`src/rtl/core/nested_priority_interrupt_controller_assert.svh`:
```
// Assertion macros for the nested priority interrupt controller.
// Each macro expects clk and arst_n in the scope where it is used.
`ifndef NESTED_PRIORITY_INTERRUPT_CONTROLLER_ASSERT_SVH
`define NESTED_PRIORITY_INTERRUPT_CONTROLLER_ASSERT_SVH
`ifndef SYNTHESIS
// The condition must hold at every clock edge out of reset.
`define NPIC_ASSERT(label, cond, msg) \
	label: assert property (@(posedge clk) disable iff (!arst_n) (cond)) else $error(msg);
// The consequent must hold in the same cycle as the antecedent.
`define NPIC_ASSERT_IMP(label, ante, cons, msg) \
	label: assert property (@(posedge clk) disable iff (!arst_n) (ante) |-> (cons)) \
		else $error(msg);
`else
`define NPIC_ASSERT(label, cond, msg)
`define NPIC_ASSERT_IMP(label, ante, cons, msg)
`endif
`endif

```
`src/rtl/core/npic_pkg.sv`:
```
// Shared types, codes and the per-level enable decode of the interrupt controller.
// Has no dependencies.
package npic_pkg;

	localparam int NumSourcesDefault = 16;
	localparam int MaskW = 16;

	// Event kinds carried on the input stream.
	typedef enum logic [1:0] {
		FUNC_RAISE    = 2'd0,
		FUNC_BOUNDARY = 2'd1,
		FUNC_RETURN   = 2'd2
	} func_t;

	localparam logic [1:0] LVL_LOW     = 2'd0;
	localparam logic [1:0] LVL_HIGH    = 2'd1;
	localparam logic [1:0] LVL_HIGHEST = 2'd2;

	typedef struct packed {
		logic [MaskW-1:0] highest;
		logic [MaskW-1:0] high;
		logic [MaskW-1:0] low;
	} level_en_t;

	// Source number controlled by each priority bit; bit 6 has no source.
	localparam logic [3:0] IP_SRC [8] = '{4'd3, 4'd4, 4'd5, 4'd6, 4'd7, 4'd8, 4'd0, 4'd10};
	localparam int IP_UNUSED_BIT = 6;

	function automatic level_en_t level_enables(logic [7:0] ie, logic [7:0] ip);
		level_en_t en;
		en = '0;
		if (!ie[0]) en.highest[1] = 1'b1;
		if (!ie[0] && !ie[1]) en.highest[2] = 1'b1;
		for (int b = 0; b < 8; b++) begin
			if (b != IP_UNUSED_BIT) begin
				if (ip[b]) en.high[IP_SRC[b]] = 1'b1;
				if (!ip[b] && ie[7]) en.low[IP_SRC[b]] = 1'b1;
			end
		end
		if (ie[7] && ie[0]) begin
			en.low[1] = 1'b1;
			en.low[2] = 1'b1;
		end
		if (ie[7] && ie[1]) en.low[2] = 1'b1;
		return en;
	endfunction

endpackage

```
`src/rtl/core/nested_priority_interrupt_controller.sv`:
```
// Top level of the three-level nested priority interrupt controller.
// Depends on npic_pkg and nested_priority_interrupt_controller_assert.svh.
//
// Channel  Direction  Payload
// s_*      in         tuser: func; tdata: irq_num, ie_bits, ip_bits
// m_*      out        tdata: taken, taken_irq, taken_level, reti_popped,
//                     active_mask, pending_mask
//
// One event is accepted every cycle unless an event waits in the input register
// behind an untaken result. The result register loads as the input register advances.
// The state update for an event is done combinationally between the two registers.
// Reset puts all state in its initial values at once; there is no clearing pass.
// When the result register is full and not taken, the input register holds
// and s_tready drops; the stall reaches s_tready in the same cycle.
module nested_priority_interrupt_controller #(
	parameter int NUM_SOURCES = npic_pkg::NumSourcesDefault
) (
	input  logic        clk,
	input  logic        arst_n,
	input  logic        s_tvalid,
	output logic        s_tready,
	// [3:0] irq_num, [11:4] ie_bits, [19:12] ip_bits, [23:20] zero
	input  logic [23:0] s_tdata,
	// [1:0] func
	input  logic [1:0]  s_tuser,
	output logic        m_tvalid,
	input  logic        m_tready,
	// [0] taken, [4:1] taken_irq, [6:5] taken_level, [7] reti_popped,
	// [23:8] active_mask, [39:24] pending_mask
	output logic [39:0] m_tdata
);
	import npic_pkg::*;

	localparam int NS = NUM_SOURCES;

	// Input register.
	logic        valid_s1;
	logic [1:0]  func_s1;
	logic [3:0]  irq_s1;
	logic [7:0]  ie_s1;
	logic [7:0]  ip_s1;

	// Controller state.
	logic [NS-1:0] req_q;
	logic [NS-1:0] slot_lo_q, slot_hi_q, slot_top_q;
	logic [1:0]    last_ret_q;
	logic          armed_q;

	// Result register.
	logic        out_valid_q;
	logic [39:0] out_data_q;

	logic advance;

	assign advance  = valid_s1 && (!out_valid_q || m_tready);
	assign s_tready = !valid_s1 || advance;
	assign m_tvalid = out_valid_q;
	assign m_tdata  = out_data_q;

	// Next-state and result logic for the event in the input register.
	level_en_t     en;
	logic [NS-1:0] hit_lo, hit_hi, hit_top;
	logic [NS-1:0] req_n, slot_lo_n, slot_hi_n, slot_top_n;
	logic [NS-1:0] pick_hit, pick_one;
	logic [1:0]    last_ret_n;
	logic          armed_n;
	logic          pick;
	logic [1:0]    pick_lvl;
	logic [3:0]    pick_idx;
	logic          popped;
	logic [NS-1:0] active_n;

	assign en      = level_enables(ie_s1, ip_s1);
	assign hit_lo  = en.low[NS-1:0] & req_q;
	assign hit_hi  = en.high[NS-1:0] & req_q;
	assign hit_top = en.highest[NS-1:0] & req_q;

	always_comb begin
		pick     = 1'b0;
		pick_lvl = LVL_LOW;
		pick_hit = '0;
		// Order of levels when nothing is active depends on the last return.
		if (!armed_q || func_s1 != FUNC_BOUNDARY) begin
			pick = 1'b0;
		end else if ((slot_lo_q | slot_hi_q | slot_top_q) == '0) begin
			if (last_ret_q == LVL_HIGH) begin
				if (|hit_lo) begin
					pick     = 1'b1;
					pick_lvl = LVL_LOW;
					pick_hit = hit_lo;
				end else if (|hit_hi) begin
					pick     = 1'b1;
					pick_lvl = LVL_HIGH;
					pick_hit = hit_hi;
				end
			end else begin
				if (|hit_hi) begin
					pick     = 1'b1;
					pick_lvl = LVL_HIGH;
					pick_hit = hit_hi;
				end else if (|hit_lo) begin
					pick     = 1'b1;
					pick_lvl = LVL_LOW;
					pick_hit = hit_lo;
				end
			end
		end else begin
			// Only levels above every active slot are searched.
			if (slot_top_q == '0 && (|hit_top)) begin
				pick     = 1'b1;
				pick_lvl = LVL_HIGHEST;
				pick_hit = hit_top;
			end else if (slot_top_q == '0 && slot_hi_q == '0 && (|hit_hi)) begin
				pick     = 1'b1;
				pick_lvl = LVL_HIGH;
				pick_hit = hit_hi;
			end
		end
	end

	// Lowest-numbered set bit of the chosen hit vector.
	always_comb begin
		pick_idx = '0;
		for (int i = NS - 1; i >= 0; i--) begin
			if (pick_hit[i]) pick_idx = 4'(i);
		end
	end

	assign pick_one = NS'(1) << pick_idx;

	always_comb begin
		req_n      = req_q;
		slot_lo_n  = slot_lo_q;
		slot_hi_n  = slot_hi_q;
		slot_top_n = slot_top_q;
		last_ret_n = last_ret_q;
		armed_n    = armed_q;
		popped     = 1'b0;
		case (func_t'(func_s1))
			FUNC_RAISE: begin
				if ({1'b0, irq_s1} < 5'(NS)) req_n = req_q | (NS'(1) << irq_s1);
			end
			FUNC_BOUNDARY: begin
				if (!armed_q) begin
					armed_n = 1'b1;
				end else if (pick) begin
					req_n = req_q & ~pick_one;
					case (pick_lvl)
						LVL_HIGHEST: slot_top_n = pick_one;
						LVL_HIGH:    slot_hi_n  = pick_one;
						default:     slot_lo_n  = pick_one;
					endcase
				end
			end
			FUNC_RETURN: begin
				armed_n = 1'b0;
				if (slot_top_q != '0) begin
					slot_top_n = '0;
					last_ret_n = LVL_HIGHEST;
					popped     = 1'b1;
				end else if (slot_hi_q != '0) begin
					slot_hi_n  = '0;
					last_ret_n = LVL_HIGH;
					popped     = 1'b1;
				end else if (slot_lo_q != '0) begin
					slot_lo_n  = '0;
					last_ret_n = LVL_LOW;
					popped     = 1'b1;
				end
			end
			default: begin
			end
		endcase
	end

	assign active_n = slot_lo_n | slot_hi_n | slot_top_n;

	// Control and state registers.
	always_ff @(posedge clk or negedge arst_n) begin
		if (!arst_n) begin
			valid_s1    <= 1'b0;
			out_valid_q <= 1'b0;
			req_q       <= '0;
			slot_lo_q   <= '0;
			slot_hi_q   <= '0;
			slot_top_q  <= '0;
			last_ret_q  <= LVL_LOW;
			armed_q     <= 1'b1;
		end else begin
			if (s_tready) valid_s1 <= s_tvalid;
			if (advance) begin
				out_valid_q <= 1'b1;
				req_q       <= req_n;
				slot_lo_q   <= slot_lo_n;
				slot_hi_q   <= slot_hi_n;
				slot_top_q  <= slot_top_n;
				last_ret_q  <= last_ret_n;
				armed_q     <= armed_n;
			end else if (m_tready) begin
				out_valid_q <= 1'b0;
			end
		end
	end

	// Payload registers.
	always_ff @(posedge clk) begin
		if (s_tvalid && s_tready) begin
			func_s1 <= s_tuser;
			irq_s1  <= s_tdata[3:0];
			ie_s1   <= s_tdata[11:4];
			ip_s1   <= s_tdata[19:12];
		end
		if (advance) begin
			out_data_q <= {MaskW'(req_n), MaskW'(active_n), popped,
				(pick ? pick_lvl : LVL_LOW), (pick ? pick_idx : 4'd0), pick};
		end
	end

`include "nested_priority_interrupt_controller_assert.svh"

	`NPIC_ASSERT(a_slots_onehot, $onehot0(slot_lo_q) && $onehot0(slot_hi_q) && $onehot0(slot_top_q), "level slot holds more than one source")
	`NPIC_ASSERT(a_last_ret_range, last_ret_q != 2'd3, "last return level out of range")
	`NPIC_ASSERT_IMP(a_stall_cause, !s_tready, valid_s1 && out_valid_q && !m_tready, "input stalled without a blocked result")
	`NPIC_ASSERT_IMP(a_taken_active, out_valid_q && out_data_q[0], out_data_q[8 + out_data_q[4:1]], "accepted source missing from active mask")
	`NPIC_ASSERT_IMP(a_taken_xor_pop, out_valid_q, !(out_data_q[0] && out_data_q[7]), "accept and return in one result")

endmodule

```
`config.mk`:
```
export PLATFORM = sky130hd
export DESIGN_NAME = nested_priority_interrupt_controller
export DESIGN_NICKNAME = d
export VERILOG_FILES = /design/src/rtl/core/npic_pkg.sv /design/src/rtl/core/nested_priority_interrupt_controller.sv
export VERILOG_INCLUDE_DIRS = /design/src /design/src/rtl/core
export SDC_FILE = /design/constraint.sdc
export NUM_CORES = 1
export LEC_CHECK = 0
export BUFFER_PORTS_ARGS = -buffer_cell sky130_fd_sc_hd__buf_2
export CAP_MARGIN = 0
export CORE_ASPECT_RATIO = 1.2
export CORE_UTILIZATION = 60
export CTS_BUF_LIST = sky130_fd_sc_hd__clkbuf_4 sky130_fd_sc_hd__clkbuf_8
export DETAILED_ROUTE_END_ITERATION = 7
export PLACE_DENSITY = 0.88
export SKIP_LAST_GASP = 1
export SLEW_MARGIN = 20
export SYNTH_ARGS = -nofsm -noshare
export SYNTH_HDL_FRONTEND = slang
export SYNTH_SLANG_ARGS = --single-unit
export TNS_END_PERCENT = 100
```
`constraint.sdc`:
```
create_clock -name clk -period 4.45 [get_ports clk]
set_clock_uncertainty 0.05 [all_clocks]
set_input_delay 0.89 -clock clk [delete_from_list [all_inputs] [get_ports clk]]
set_output_delay 0.89 -clock clk [all_outputs]
set_load 0.05 [all_outputs]
```
# After elaboration in Yosys (flattened, before gate mapping)
# Cells that the tools add are included.
# totals
out_inout_bits	42
in_bits	30
register_bits	131
elab_cells	168
# op_classes
n_shift	2
eq_ne	6
n_reduce_logical	46
bitwise_logic	10
muxes	89
# op_table
op	n
16-bit two-way mux	26
16-bit one-hot mux with 2 select lines	4
16-bit OR	5
4-bit two-way mux	16
16-bit zero test	3
16-bit nonzero test	3
16-bit OR reduction	3
1-bit two-way mux	34
11-bit by 16-bit bitwise AND with 16-bit output	2
1-bit by 4-bit << shifter with 16-bit output, first input constant	2
16-bit bitwise AND	1
3-bit by 16-bit bitwise AND with 16-bit output	1
2-bit two-way mux	8
16-bit NOT	1
1-bit logical AND	15
1-bit zero test	12
2-bit by 1-bit equality test with 1-bit output, second input constant	3
2-bit equality test, second input constant	2
2-bit nonzero test	2
1-bit logical OR	3
3-bit AND reduction	1
3-bit nonzero test	1
2-bit zero test	1
2-bit by 1-bit != test with 1-bit output, second input constant	1
3 further kinds	3

# Longest topological paths before layout
# depth
word_depth	33
depth_mapped	15
ltp_nobuf	14

# Worst setup path after synthesis
# Ideal clock, no wire load.
# synth_path
path_kind	reg-to-reg
startpoint	register slot_top_q[3]
endpoint	register out_data_q[11], in the netlist m_tdata[11] (data pin)
slack_ns	0.765
t_arrival_ns	3.366
stages_incl_launch_ff	12
setup_ns	0.269
path_buffers	1
period_less_slack_ns	3.685
required_time_ns	4.131
cell_sequence	dfrtp_1 > or4_4 > or4_4 > nor3_1 > nor3_1 > ha_1 > nand2_1 > a22oi_1 > nand2_1 > clkbuf_1 > a221oi_1 > o31ai_1
# synth_between
word_cells_on_any_way	56
cone_classes	2 x eq/ne; 1 x shift; 43 x mux; 3 x bitwise; 7 x reduce/logical
# synth_lines
element	line_no	source
start, declared	nested_priority_interrupt_controller.sv:45	logic [NS-1:0] slot_lo_q, slot_hi_q, slot_top_q;
start signal, assigned	nested_priority_interrupt_controller.sv:196	slot_top_q <= slot_top_n;
16-bit zero test	nested_priority_interrupt_controller.sv:109	if (slot_top_q == '0 && (|hit_top)) begin
1-bit logical AND	nested_priority_interrupt_controller.sv:109	
2-bit two-way mux	nested_priority_interrupt_controller.sv:109	
2-bit two-way mux (*)	nested_priority_interrupt_controller.sv:85	end else if ((slot_lo_q | slot_hi_q | slot_top_q) == '0) begin
2-bit two-way mux (*)	nested_priority_interrupt_controller.sv:83	if (!armed_q || func_s1 != FUNC_BOUNDARY) begin
named net pick_lvl[1]	nested_priority_interrupt_controller.sv:68	logic [1:0] pick_lvl;
2-bit equality test or 2-bit by 1-bit equality test with 1-bit output (tied branches)	nested_priority_interrupt_controller.sv:148	case (pick_lvl)
2-bit OR reduction (no source line)	--	
16-bit two-way mux	nested_priority_interrupt_controller.sv:148	
16-bit two-way mux	nested_priority_interrupt_controller.sv:146	end else if (pick) begin
16-bit two-way mux	nested_priority_interrupt_controller.sv:144	if (!armed_q) begin
16-bit one-hot mux with 2 select lines	nested_priority_interrupt_controller.sv:139	case (func_t'(func_s1))
16-bit OR	nested_priority_interrupt_controller.sv:176	assign active_n = slot_lo_n | slot_hi_n | slot_top_n;
16-bit OR (*)	nested_priority_interrupt_controller.sv:176	
named net active_n[3]	nested_priority_interrupt_controller.sv:71	logic [NS-1:0] active_n;
end signal, assigned	nested_priority_interrupt_controller.sv:214	out_data_q <= {MaskW'(req_n), MaskW'(active_n), popped,
end, declared	nested_priority_interrupt_controller.sv:51	logic [39:0] out_data_q;
# The timed path passes the listed nets; every way through them passes the cells marked *.
# A chain may end at the register's enable or synchronous reset.

# Final worst setup path
# layout_path
startpoint	register slot_lo_q[5]
endpoint	register out_data_q[26], in the netlist m_tdata[26] (data pin)
# layout_between
elab_chain_len	27
word_cells_on_any_way	29
cone_classes	1 x shift; 23 x mux; 4 x bitwise; 1 x reduce/logical
# layout_rtl
element	line_no	source
start, declared	nested_priority_interrupt_controller.sv:45	
start signal, assigned	nested_priority_interrupt_controller.sv:194	slot_lo_q <= slot_lo_n;
16-bit OR (*) (2 in series)	nested_priority_interrupt_controller.sv:85	
16-bit zero test (*)	nested_priority_interrupt_controller.sv:85	
16-bit two-way mux	nested_priority_interrupt_controller.sv:85	
16-bit two-way mux	nested_priority_interrupt_controller.sv:83	
4-bit two-way mux (16 in series)	nested_priority_interrupt_controller.sv:125	if (pick_hit[i]) pick_idx = 4'(i);
1-bit by 4-bit << shifter with 16-bit output	nested_priority_interrupt_controller.sv:129	assign pick_one = NS'(1) << pick_idx;
16-bit NOT	nested_priority_interrupt_controller.sv:147	req_n = req_q & ~pick_one;
16-bit bitwise AND	nested_priority_interrupt_controller.sv:147	
16-bit two-way mux (*)	nested_priority_interrupt_controller.sv:146	
16-bit two-way mux (*)	nested_priority_interrupt_controller.sv:144	
16-bit one-hot mux with 2 select lines (*)	nested_priority_interrupt_controller.sv:139	
named net req_n[2]	nested_priority_interrupt_controller.sv:63	logic [NS-1:0] req_n, slot_lo_n, slot_hi_n, slot_top_n;
# Marks and branches as above.

==> flow_summary.ini <==
[sta]
fin_tns_setup_ns = 0
period_needed_ns = 4.07
final_hold_violation_count = 0
rsz0062_at_grt = false
slew_hr_pct = 31.2
fmax_mhz = 246
postLayoutSetupSlackWorst_ns = 0.380
setup-violations-final = 0
period_utilization_pct = 91.5
worst-slew-pin-transition_ns = 1.03
final-max-slew-violation-count = 0

[yosys]
yosysSeqAreaShare_pct = 53.7
post_synth_edffs = 56
postSynthNetCount = 652
yosysTopAreaCellShare_pct = 26.8
synth-warning-count = 0
synth_seq_cells = 125
synthTopCellsByArea = dfrtp_1 (27%), edfxtp_1 (26%), nand2_1 (3.8%)
post_synth_num_cell_types = 70
netlist_instances = 617
largest_area_contributor_in_the_synthesized_netlist = dfrtp_1
netlist_area_before_placement_um2 = 6350
postSynthAreaPerCell_um2 = 10.3
synth_flop_cell = dfrtp_1
async_reset_ff_share_pct = 55.2

[worst_setup_path]
worstPathRequired_ns = 4.61
worst_setup_path_end_kind = register
critical_path.top_delay_family = compound AO/OA/AOI/OAI gates
worst_r2r_endpoint = m_tdata[26]$_DFFE_PP_
cpMaxStageDelayCell = o211ai_1
rr_worst_depth = 8
path_class = register to register
reg2reg_setup_slack_ns = 0.38
worst-path-buf-inv = 1
worst_setup_path_start_kind = register
regToRegStartpoint = slot_lo_q[5]$_DFFE_PN0P_
cp.arrival_ns = 4.23
critical_path.cell_chain = nor4_1 > and4_1 > nand2_1 > a21o_1 > o211ai_1 > o2111ai_1 > buf_4 > o32a_1
cp_slowest_stage_delay_ns = 0.81
critical_path.max_fanout = 12

[floorplan]
die_x_um = 95.9
coreArea_um2 = 10200
fp-row-count = 40
fp.dieArea_um2 = 11000
chipHeight_um = 115
pin_count = 72
initial_core_util_pct = 62.5

[power]
power.static_leakage_nw = 3.07
ir_drop_uv = 349
power_per_cell_area_nw_per_um2 = 435

[cells_and_area]
area.sequential_um2 = 3410
footprint_of_the_multi_input_gates_um2 = 2720
final-instance-count-excl-fill = 828
synthesis_to_layout_area_growth_pct = 13.7
diodes = 0
fillCellCount = 770
mostFrequentLayoutCells = dfrtp_1 (68), nand2_1 (65), buf_2 (61)
mostFrequentLayoutCell = dfrtp_1
num-nets-final = 724
post_route_cells_drive_above_1_share_pct = 19.5

[global_routing]
largest_net_degree_at_the_start_of_global_routing = 48
globalRoute.totalOverflow = 0
grt_usage_pct = 35.8
grt_antenna_before_repair = 0
global_route_wire_length_before_repair_um = 28900
first_global_vias = 5445

[route]
dr_total_vias = 5619
route.final.wire_length_um = 18600
remaining_drc_errors = 0
drt_first_iter_violations = 535
avgRoutedWirePerCell_um = 22.4
ant_nets = 0
detailedRoute.firstPassIterationCount = 8
via_per_inst = 6.79

[clocking]
cts_resized = 0
insertion_delay_ns = 0.45
post-cts-setup-buffer-count = 0
cts.hold.buffers_added = 0
htree_num_levels = 4
cts-root-to-sink-buffers = 2
tritoncts_num_sinks = 125
tritoncts_clock_tree = done
clock-root-buffer = clkbuf_8
worst_setup_hold_path_clk_slew_ns = 0.09
cts_made_buffers = 17

[flow_run]
max_cap_violations = 0

[place]
placedCellCount = 796
post-place-ws_ns = 0.548
place_congestion = 0.946
port_buffers = 61
place.detailed.hpwl_um = 13500

[hold_path]
hold_path_class = primary input to async pin

[run_status]
run_status = finished clean
layer usage:
metal  vias to the layer above  global-route usage, %  share of wire (%)
met5                         -                      0                  0
met4                         0                   20.5                4.9
met3                        64                   6.77                7.7
met2                       324                   57.8                 49
met1                      2745                   44.7                 38
li1                       2486                      -                  -
power by group:
part           switching, mW  total [mW]  internal (mW)
logic                  0.530       0.748          0.218
clock network          0.527       0.988          0.460
registers             0.0827        1.41           1.32
area by class of cell:
| class | count | area share, % |
|---|---|---|
| clock buffers | 17 | 3.24 |
| clock inverters | 15 | 2.13 |
| inverters | 31 | 1.61 |
| multi-input cells | 437 | 37.7 |
| flip-flops and latches | 125 | 47.2 |
| well taps | 126 | 2.18 |
| repair buffers | 77 | 5.89 |
cell usage after synthesis (5+ instances only):
library cell,count
nand2_1,65
clkbuf_1,19
ha_1,5
o221a_2,5
o31ai_1,8
o21bai_1,16
inv_1,31
a22oi_1,5
and2_1,24
nor2b_1,10
a21oi_1,21
nor4_1,10
edfxtp_1,56
and3_1,6
nor3_1,19
nor2_1,41
dfrtp_1,68
o211ai_1,5
nand2b_1,14
o21a_1,6
nand3_1,15
a222oi_1,12
o221ai_1,5
o21ai_0,46
nand4_1,12
registers in the layout, summed over array words and instances, names as in the netlist:
name and cells:
slot_lo_q 16, valid_s1 1, m_tdata 40, m_tvalid 1
ie_s1 3, irq_s1 4, func_s1 2, armed_q 1
last_ret_q 2, req_q 16, slot_top_q 16, ip_s1 7
slot_hi_q 16
metrics by stage:
stage / power, mW / util, % / cell area [um^2] / hold slack, ns
2_1_floorplan: 1.92 / - / 6350 / 0.387
3_3_place_gp: 2.14 / 67.2 / 6830 / 0.405
3_5_place_dp: 2.15 / 67.2 / 6830 / 0.407
4_1_cts: 3.12 / 71.0 / 7220 / 0.373
5_1_grt: 3.25 / 71.0 / 7220 / 0.396
6_report: 3.14 / 71.0 / 7220 / 0.371
worst register-to-register path, delay by kind of cell (launching register included):
kind	cells	cell delay [ns]
flops	1	0.43
simple gates	3	1.45
buf+inv	1	0.26
compound gates	4	1.65
worst max path at each step:
stage | to | slack, ns | cells after the start | startpoint
CTS | m_tdata[22]$_DFFE_PP_ | 0.52 | 12 | req_q[7]$_DFFE_PN0P_
floorplan | m_tdata[11]$_DFFE_PP_ | 0.77 | 11 | slot_top_q[3]$_DFFE_PN0P_
detailed placement | m_tdata[22]$_DFFE_PP_ | 0.55 | 12 | req_q[7]$_DFFE_PN0P_
finish | m_tdata[26]$_DFFE_PP_ | 0.38 | 8 | slot_lo_q[5]$_DFFE_PN0P_
global route | m_tdata[19]$_DFFE_PP_ | 0.19 | 12 | req_q[7]$_DFFE_PN0P_
global placement | m_tdata[22]$_DFFE_PP_ | 0.60 | 12 | req_q[7]$_DFFE_PN0P_
logic make-up (layout without fill, tap and decap cells):
family,count (synthesis),in the layout,synth area share (%)
compound gates,185,185,21.1
fa+ha+maj,5,5,0.985
buf+inv,55,140,3.45
flops,125,125,53.7
mux,3,3,0.512
simple gates,244,244,20.2
(Power assumes the default switching activity.)
